## src/design/ecpp_pkg.sv

```systemverilog
// ----------------------------------------------------------------------------
// ecpp_pkg: shared constants for the projective point unit
// Field and scalar widths, mode codes and register indexes.
// ----------------------------------------------------------------------------
package ecpp_pkg;
   localparam int FIELD_BITS_DEF  = 63;
   localparam int SCALAR_BITS_DEF = 64;
   localparam logic [1:0] MODE_ADD = 2'd0;
   localparam logic [1:0] MODE_DBL = 2'd1;
   localparam logic [1:0] MODE_MUL = 2'd2;
   localparam logic CSR_MODULUS = 1'b0;
   localparam logic CSR_CURVE_A = 1'b1;
endpackage

```

## src/design/ecpp_mont.sv

```systemverilog
// ----------------------------------------------------------------------------
// ecpp_mont: bit-serial modular arithmetic unit
// Computes a*b mod p one multiplier bit per cycle (double-and-add). Operand a
// must already be below p; b may be any FB-bit value, so 1*b reduces b mod p.
// ----------------------------------------------------------------------------
module ecpp_mont import ecpp_pkg::*; #(
   parameter int FB = FIELD_BITS_DEF
) (
   input  logic          clock,
   input  logic          reset,
   input  logic          start,
   input  logic [FB-1:0] a,
   input  logic [FB-1:0] b,
   input  logic [FB-1:0] p,
   output logic          done,
   output logic [FB-1:0] r
);
   localparam int CW = $clog2(FB + 1);
   logic [FB-1:0] acc_ff, acc_in, b_ff, a_ff;
   logic [CW-1:0] cnt_ff;
   logic          busy_ff;
   logic [FB:0]   dbl, dsub, ad, asub;
   logic [FB-1:0] d1;

   // The accumulator stays below p and a is below p, so one conditional
   // subtract after the double and one after the add keep it reduced.
   always_comb begin
      dbl  = {acc_ff, 1'b0};
      dsub = dbl - {1'b0, p};
      d1   = dsub[FB] ? dbl[FB-1:0] : dsub[FB-1:0];
      ad   = {1'b0, d1} + {1'b0, a_ff};
      asub = ad - {1'b0, p};
      acc_in = d1;
      if (b_ff[FB-1]) begin
         acc_in = asub[FB] ? ad[FB-1:0] : asub[FB-1:0];
      end
   end

   always_ff @(posedge clock) begin
      if (reset) begin
         busy_ff <= 1'b0;
         done    <= 1'b0;
         cnt_ff  <= '0;
      end else begin
         done <= 1'b0;
         if (start) begin
            busy_ff <= 1'b1;
            cnt_ff  <= CW'(FB);
            acc_ff  <= '0;
            a_ff    <= a;
            b_ff    <= b;
         end else if (busy_ff) begin
            acc_ff <= acc_in;
            b_ff   <= {b_ff[FB-2:0], 1'b0};
            cnt_ff <= cnt_ff - 1'b1;
            if (cnt_ff == CW'(1)) begin
               busy_ff <= 1'b0;
               done    <= 1'b1;
            end
         end
      end
   end
   assign r = acc_ff;
endmodule

```

## config.mk

```make
export PLATFORM = sky130hd
export DESIGN_NAME = ecpp_mont
export DESIGN_NICKNAME = d
export VERILOG_FILES = /design/src/design/ecpp_pkg.sv /design/src/design/ecpp_mont.sv
export SDC_FILE = /design/constraint.sdc
export NUM_CORES = 1
export LEC_CHECK = 0
export BUFFER_PORTS_ARGS = -buffer_cell sky130_fd_sc_hd__clkbuf_2
export CORE_MARGIN = 3
export CORE_UTILIZATION = 55
export CTS_BUF_LIST = sky130_fd_sc_hd__clkbuf_4 sky130_fd_sc_hd__clkbuf_8
export CTS_CLUSTER_DIAMETER = 80
export DETAILED_ROUTE_END_ITERATION = 10
export PLACE_DENSITY_LB_ADDON = 0.1
export SYNTH_ARGS = -nofsm -noshare
export SYNTH_HDL_FRONTEND = slang
export SYNTH_SLANG_ARGS = --single-unit
```

## constraint.sdc

```tcl
create_clock -name clock -period 16.5 [get_ports clock]
set_clock_uncertainty 0.05 [all_clocks]
set_input_delay 4.125 -clock clock [delete_from_list [all_inputs] [get_ports clock]]
set_output_delay 4.125 -clock clock [all_outputs]
set_load 0.01 [all_outputs]
```

* Word-level counts from Yosys, hierarchy flattened
Cells that the tools add are included.
** Cells by class
- Mux-type cells :: 12
- Add/sub/neg operators :: 4
- Eq/ne operators :: 1
- Bitwise operators :: 2
- Reductions and logical operators :: 4
** Operators by type and width (count)
- 2-to-1 mux 63 bit :: 6
- subtractor 64 x 63 -> 64 bit :: 2
- adder 63 x 63 -> 64 bit :: 1
- 2-to-1 mux 6 bit :: 2
- == test 6 x 1 -> 1 bit, second input constant :: 1
- subtractor 6 x 1 -> 6 bit, second input constant :: 1
- 2-to-1 mux 1 bit :: 4
- AND reduction 2 bit :: 2
- OR reduction 3 bit :: 1
- inverter 1 bit :: 2
- nonzero test 2 bit :: 1
** Storage, ports and cells
- Bits in registers :: 197
- Logic and storage cells :: 29

* Depth between registers and ports, before layout
Gate-level depths: netlist of run 1.
- Depth in word-level cells :: 7
- Mapped depth :: 41

* Least setup slack after synthesis of run 1
Ideal clock, no wire load.
- Kind :: input port to flip-flop
- Start :: input p[1]
- End :: register acc_ff[61], in the netlist r[61] (data pin)
- Arrival time :: 11485 ps
- Stages :: 38
- Library setup time :: 261 ps
- Required time :: 16189 ps
- Path slack :: 4705 ps
- Buffers on the path :: 5
- Cell sequence :: inv_1 ha_1 nor2b_1 o2111ai_1 a21boi_0 o21ai_0 o21ai_0 nand3_1 nand2_1 xor2_1 buf_2 buf_2 buf_2 nor2_1 a21oi_1 ha_1 nor2b_1 o31a_1 [... 2 more ...] or4_1 and2_1 o21ai_0 a21oi_1 xnor2_1 ha_1 clkbuf_1 a21o_1 a21o_1 a21oi_1 a211oi_1 or2_2 a31o_2 a21oi_4 xnor2_4 buf_4 nor2_1 a221o_1
** Between the ends
- Word-level cells in the longest chain between the ends :: 7
** Ends and longest elaborated chain
- start, declared :: RTL line ecpp_mont.sv:14 : input logic [FB-1:0] p,
- subtractor 64 x 63 -> 64 bit :: RTL line ecpp_mont.sv:29 : dsub = dbl - {1'b0, p};
- 2-to-1 mux 63 bit :: RTL line ecpp_mont.sv:30 : d1 = dsub[FB] ? dbl[FB-1:0] : dsub[FB-1:0];
- adder 63 x 63 -> 64 bit :: RTL line ecpp_mont.sv:31 : ad = {1'b0, d1} + {1'b0, a_ff};
- subtractor 64 x 63 -> 64 bit :: RTL line ecpp_mont.sv:32 : asub = ad - {1'b0, p};
- 2-to-1 mux 63 bit :: RTL line ecpp_mont.sv:35 : acc_in = asub[FB] ? ad[FB-1:0] : asub[FB-1:0];
- 2-to-1 mux 63 bit (*) :: RTL line ecpp_mont.sv:34 : if (b_ff[FB-1]) begin
- 2-to-1 mux 63 bit (*) :: RTL line ecpp_mont.sv:52 : end else if (busy_ff) begin
- end signal, assigned :: RTL line ecpp_mont.sv:53 : acc_ff <= acc_in;
- end, declared :: RTL line ecpp_mont.sv:19 : logic [FB-1:0] acc_ff, acc_in, b_ff, a_ff;
Mark *: on every way between the ends. The rest lies on a longest branch, timed or not. The select of a mux whose other input is x is not followed.
A chain may end at the register's enable or synchronous reset.

* Worst setup path in the final report of run 1
- Start :: input p[1]
- End :: register acc_ff[43], in the netlist r[43] (data pin)
The elaborated chain is that of the path after synthesis.

==> flow_metrics.py, run 1 <==
metrics = {
    "run_status": {
        "status": "finished, final reports clean",
    },
    "logic_synthesis": {
        "async_flop_share": 0,
        "synth-seq-cells": 197,
        "syn_nets": 2764,
        "syn_area_per_cell_sq_um": 8.56,
        "ys_types": 85,
        "synth_edf_count": 189,
        "syn_inst": 2379,
        "syn_area_sq_mm": 0.0204,
        "seq_area_frac_synth": 0.287,
        "ys_warn_count": 0,
        "yosysTopAreaCell": "edfxtp_1",
        "synth_top_flop_cell": "edfxtp_1",
        "netlist_top_cells_area": "edfxtp_1, ha_1, mux2_2",
        "synth_top_area_frac": 0.279,
    },
    "clocking": {
        "post_cts_resized": 0,
        "cts_max_level": 4,
        "post_cts_buffers": 0,
        "clock-sinks": 197,
        "cts_root_buf": "clkbuf_8",
        "clk_pin_slew_ns": 0.13,
        "cts_buffers": 17,
        "cts.hold.buffers_added": 0,
        "cts_tree": "built",
        "clock_latency_ns": 0.56,
        "cts_buffer_depth": 2,
    },
    "die": {
        "fp.dieArea_sq_mm": 0.0394,
        "core_area_sq_mm": 0.0360,
        "num_rows": 69,
        "initial_core_util": 0.566,
        "die_h_um": 198,
        "ios": 256,
        "die_w_um": 198,
    },
    "critical_path": {
        "critPathMaxStageDelay_ns": 0.96,
        "required_ns": 16.81,
        "crit_path_max_fanout": 32,
        "endpoint_kind": "flop",
        "slowest_stage": "o21ai_0",
        "start_kind": "primary input",
        "cp.arrival_ns": 14.87,
        "worstSetupPathType": "in -> reg",
    },
    "layout": {
        "area_growth_pct": 9.73,
        "drive_above_1_share": 0.180,
        "fillers": 3114,
        "fin_nets": 2929,
        "multiInputGateArea_sq_mm": 0.0136,
        "n_antenna_cell": 0,
        "finalInstanceArea_sq_mm": 0.0223,
        "layout.area.seq_sq_mm": 0.00584,
    },
    "min_path": {
        "hp-class": "reg -> reg",
    },
    "drt": {
        "via_count": 19700,
        "drc": 0,
        "routed_wl_mm": 69.9,
        "routedWlPerCell_um": 23.2,
        "dr.pass1.iters": 5,
        "postRouteAntennaNets": 0,
        "viasPerCell": 6.53,
        "drt-initial-drc-count": 2059,
    },
    "sta": {
        "finalSetupViolCount": 0,
        "worstMarginPinSlew_ns": 1.16,
        "setup_tns_ns": 0,
        "clock.fmax_mhz": 68.7,
        "fin_crit_sh": 0.883,
        "setup_slack_ns": 1.93,
        "hold_violations": 0,
        "drv_slew": 0,
        "finalCriticalPeriod_ns": 14.57,
        "relSlewSlack": 0.221,
        "rsz0062_at_grt": "no",
    },
    "run": {
        "drv_cap": 0,
    },
    "global_routing": {
        "grt-busiest-layer": "met2",
        "grt_pass1_wl_mm": 106,
        "grt.met3_usage": 0.0842,
        "grt_pass1_vias": 18900,
        "grt_max_degree": 96,
        "use_met2": 0.527,
        "grt_antenna_before_repair": 1,
        "met1_usage": 0.489,
        "overflow": 0,
        "grt.total_usage": 0.347,
    },
    "placement": {
        "port_buffers": 255,
        "post-dp-hpwl_mm": 56.4,
        "place_worst_setup_slack_ns": 1.75,
        "gp_congestion": 1.03,
        "placed_area_sq_mm": 0.0219,
    },
}
-- metrics by stage --
step | hold WS, ns | utilization | instances
after global placement | 0.478 | 0.607 | 2986
after floorplan | 0.475 | - | 2379
after detailed placement | 0.484 | 0.607 | 2986
final | 0.514 | 0.621 | 3018
after global routing | 0.535 | 0.621 | 3018
after CTS | 0.516 | 0.621 | 3018
-- worst max-delay path, delay by kind of cell --
family	cells	cell delay [ns]
AO/OA/AOI/OAI	14	4.53
AND/OR/NAND/NOR	8	2.05
XOR/XNOR	3	1.50
adder cells (fa/ha/maj)	3	1.11
buffers and inverters	4	1.10
multiplexers	1	0.40
-- synthesized netlist by cell type, types with 8 or more instances --
master / count
dfxtp_1: 8
ha_1: 190
nor3_1: 25
o21bai_1: 30
nand2_1: 266
and3_1: 15
mux2_2: 118
a31oi_1: 73
buf_2: 17
nor2_1: 133
nand4_1: 49
or2_2: 11
a21o_1: 97
a211oi_1: 24
xnor2_1: 110
a31o_2: 9
and2_1: 15
a21boi_0: 12
clkbuf_1: 102
o211ai_1: 19
o2bb2ai_1: 13
o21ai_0: 163
o21a_1: 17
xor2_1: 67
edfxtp_1: 189
mux2i_1: 23
nor2b_1: 14
nand3_1: 52
a221oi_1: 11
or3_1: 12
inv_1: 117
o31ai_1: 19
a21oi_1: 236
-- flip-flops by register name (all words and copies together) (netlist names) --
signal / count
b_ff: 63
busy_ff: 1
cnt_ff: 6
r: 63
done: 1
a_ff: 63
-- layout by cell type, fill, tap and decap left out, types with 30 or more instances in the layout --
master | netlist | routed
clkbuf_2 | 1 | 254
nand2_1 | 266 | 266
ha_1 | 190 | 190
xor2_1 | 67 | 66
a31oi_1 | 73 | 73
nand4_1 | 49 | 49
a21o_1 | 97 | 97
mux2_2 | 118 | 118
o21bai_1 | 30 | 30
a21oi_1 | 236 | 236
nor2_1 | 133 | 131
xnor2_1 | 110 | 110
nand3_1 | 52 | 52
o21ai_0 | 163 | 163
edfxtp_1 | 189 | 189
inv_1 | 117 | 117
-- layout make-up --
class	count	share of cell area
clock buffer	17	0.0105
tap	461	0.0258
inverter	117	0.0197
timing repair buffer	269	0.0618
multi-input combinational	1942	0.610
clock inverter	15	0.0107
sequential	197	0.261
-- metal layers --
| layer | share of wire | vias up | routed length, um |
|---|---|---|---|
| met1 | 0.43 | 9320 | 29900 |
| met4 | 0.032 | 2 | 2260 |
| li1 | - | 9189 | - |
| met3 | 0.11 | 144 | 7670 |
| met2 | 0.43 | 1066 | 30100 |
| met5 | 0.00029 | - | 20 |
-- cell families after synthesis --
kind of cell / synth area share
flip-flops: 0.287
XOR/XNOR: 0.0783
buffers and inverters: 0.0459
AO/OA/AOI/OAI: 0.247
AND/OR/NAND/NOR: 0.145
adder cells (fa/ha/maj): 0.120
multiplexers: 0.0766
-- final timing paths --
kind / start / slack [ns] / end / cells past startpoint
worst min register to register: b_ff[37] / 0.51 / b_ff[38] / 1
worst max-delay path: p[1] / 1.93 / r[43] / 33
worst min-delay path: b_ff[37] / 0.51 / b_ff[38] / 1
worst max register to register: r[0] / 5.20 / r[43] / 31
Power of run 1 is left out: the tool's default activity adds up to more than one toggle a clock period on the data nets, which glitch-free logic cannot reach.
==> run 2: changes to the inputs <==
--- a/config.mk
+++ b/config.mk
@@ -5,9 +5,10 @@
 export SDC_FILE = /design/constraint.sdc
 export NUM_CORES = 1
 export LEC_CHECK = 0
+export ABC_AREA = 1
 export BUFFER_PORTS_ARGS = -buffer_cell sky130_fd_sc_hd__clkbuf_2
 export CORE_MARGIN = 3
-export CORE_UTILIZATION = 55
+export CORE_UTILIZATION = 35
 export CTS_BUF_LIST = sky130_fd_sc_hd__clkbuf_4 sky130_fd_sc_hd__clkbuf_8
 export CTS_CLUSTER_DIAMETER = 80
 export DETAILED_ROUTE_END_ITERATION = 10
==> run 2 against run 1 <==
  * Sequential share of layout area decreased by 6.7 points
  * Global-route usage is 5.9 points lower
  * Critical endpoint is now r[21]
  * Setup slack better by 2.7 ns
  * Flip-flop and latch count did not move
  * Synthesized cell count increased by 100%
  * Wire length up 70%
  * Count of clock-buffer cells in the layout stayed put
  * Non-clock buffer count is 6 lower
  * Synthesized area grew 33%
==> flow_metrics.py, run 2 <==
metrics = {
    "clocking": {
        "post_cts_resized": 0,
        "cts_buffers": 17,
        "clk_pin_slew_ns": 0.16,
        "cts_root_buf": "clkbuf_8",
        "clock-sinks": 197,
        "post_cts_buffers": 0,
        "cts.hold.buffers_added": 0,
        "cts_tree": "built",
        "cts_max_level": 4,
        "cts_buffer_depth": 2,
        "clock_latency_ns": 0.62,
    },
    "logic_synthesis": {
        "seq_area_frac_synth": 0.215,
        "synth.most_common_cell": "nand2_1",
        "syn_area_per_cell_sq_um": 5.58,
        "netlist_top_cells_area": "nand2_1, edfxtp_1, inv_1",
        "synth_top_area_frac": 0.290,
        "syn_nets": 5251,
        "ys_types": 41,
        "async_flop_share": 0,
        "syn_area_sq_mm": 0.0272,
        "ys_warn_count": 0,
        "synth-seq-cells": 197,
        "yosysTopAreaCell": "nand2_1",
        "ys_top_cells_by_count": "nand2_1, inv_1, nor2_1",
        "synth_top_flop_cell": "edfxtp_1",
        "synth_edf_count": 189,
        "syn_inst": 4866,
    },
    "global_routing": {
        "grt_antenna_before_repair": 7,
        "grt_max_degree": 70,
        "grt_pass1_vias": 27900,
        "grt.total_usage": 0.288,
        "grt_pass1_wl_mm": 173,
        "overflow": 0,
    },
    "die": {
        "ios": 256,
        "fp.dieArea_sq_mm": 0.0810,
        "core_area_sq_mm": 0.0765,
        "die_w_um": 285,
        "die_h_um": 285,
        "num_rows": 101,
        "initial_core_util": 0.355,
    },
    "sta": {
        "hold_ws_ns": 0.461,
        "drv_slew": 0,
        "rsz0062_at_grt": "no",
        "finalCriticalPeriod_ns": 11.85,
        "setup_tns_ns": 0,
        "finalSetupViolCount": 0,
        "fin_crit_sh": 0.718,
        "relSlewSlack": 0.384,
        "hold_violations": 0,
        "worstMarginPinSlew_ns": 0.925,
        "clock.fmax_mhz": 84.4,
    },
    "placement": {
        "post-dp-hpwl_mm": 103,
        "gp_congestion": 1.00,
        "place_inst": 6101,
        "port_buffers": 255,
    },
    "layout": {
        "layout_common_cells": "nand2_1, inv_1, nor2_1",
        "area_growth_pct": 10.4,
        "final_common_cell": "nand2_1",
        "utilization": 0.392,
        "drive_above_1_share": 0.0711,
        "stdcell_count": 6135,
        "fillers": 8737,
        "fin_nets": 5475,
    },
    "critical_path": {
        "cp.arrival_ns": 12.17,
        "cp_top_family": "simple AND/OR/NAND/NOR gates",
        "critPathMaxStageDelay_ns": 0.57,
        "start_kind": "primary input",
        "cp_num_buf_inv": 7,
        "endpoint_kind": "flop",
        "slowest_stage": "nand2_4",
        "worstSetupPathType": "in -> reg",
        "critPathMostFrequentCell": "nand2_1",
        "crit_path_max_fanout": 63,
        "required_ns": 16.82,
        "timing.rr.start": "r[19]",
        "worstSetupStartpoint": "p[21]",
    },
    "drt": {
        "dr.pass1.iters": 6,
        "postRouteAntennaNets": 0,
        "drc": 0,
        "drt-initial-drc-count": 2603,
        "routed_wl_mm": 119,
        "viasPerCell": 4.86,
        "routedWlPerCell_um": 19.4,
        "via_count": 29800,
    },
    "min_path": {
        "hp-start": "b_ff[28]",
        "hp-class": "reg -> reg",
    },
    "run": {
        "drv_cap": 0,
    },
    "run_status": {
        "status": "finished, final reports clean",
    },
}
[run 2: cell types whose count changed after synthesis, moves of 55 or more]
cell	previous run	this run
clkbuf_1	102	24
a21o_1	97	1
and2_1	15	70
mux2_2	118	0
nand3_1	52	263
inv_1	117	1083
nand2_1	266	2098
a31oi_1	73	0
nor2_1	133	317
o21ai_0	163	45
[run 2: area by class of cell]
class	count	area, sq um	share of cell area
multi-input cells	3524	16900	0.565
diodes	2	5.00	0.000167
clock inverters	15	248	0.00826
flip-flops and latches	197	5840	0.195
repair buffers	263	1340	0.0447
inverters	1087	4080	0.136
well taps	1030	1290	0.0430
clock buffers	17	234	0.00781
[run 2: metal layers]
layer,vias to the layer above,GRT usage,routed length (um)
li1,15100,-,-
met1,13400,0.407,55300
met2,1057,0.445,50400
met3,180,0.0401,8620
met4,0,0.110,4880
met5,-,0,0
[run 2: stage by stage]
stage,area [sq um],worst slack [ns]
detailed placement,29500,4.30
global route,30000,4.19
CTS,30000,4.96
finish,30000,4.65
floorplan,27200,2.40
global placement,29500,4.20
[run 2: logic make-up (layout without fill, tap and decap cells)]
family	count (synthesis)	in the layout	synth area share
AO/OA/AOI/OAI	306	306	0.0597
XOR/XNOR	98	98	0.0316
adder cells (fa/ha/maj)	193	193	0.0897
buffers and inverters	1145	1382	0.162
flip-flops	197	197	0.215
other	0	2	0
AND/OR/NAND/NOR	2927	2927	0.442
[run 2: worst reg2reg max path: cells and delay by family, from the launching register on]
family	cells	cell delay, ns
buffers and inverters	4	0.35
and+or+nand+nor	32	5.30
adders and majority gates	4	1.63
AOI/OAI and AO/OA	3	0.50
DFF	1	0.60
[run 2: worst paths after layout]
path	to	slack [ns]	cells after the start
worst max register to register	r[21]	7.83	43
worst max-delay path	r[21]	4.65	45
worst min register to register	b_ff[29]	0.46	2
worst min-delay path	b_ff[29]	0.46	2
Power of run 2 is left out for the same reason.
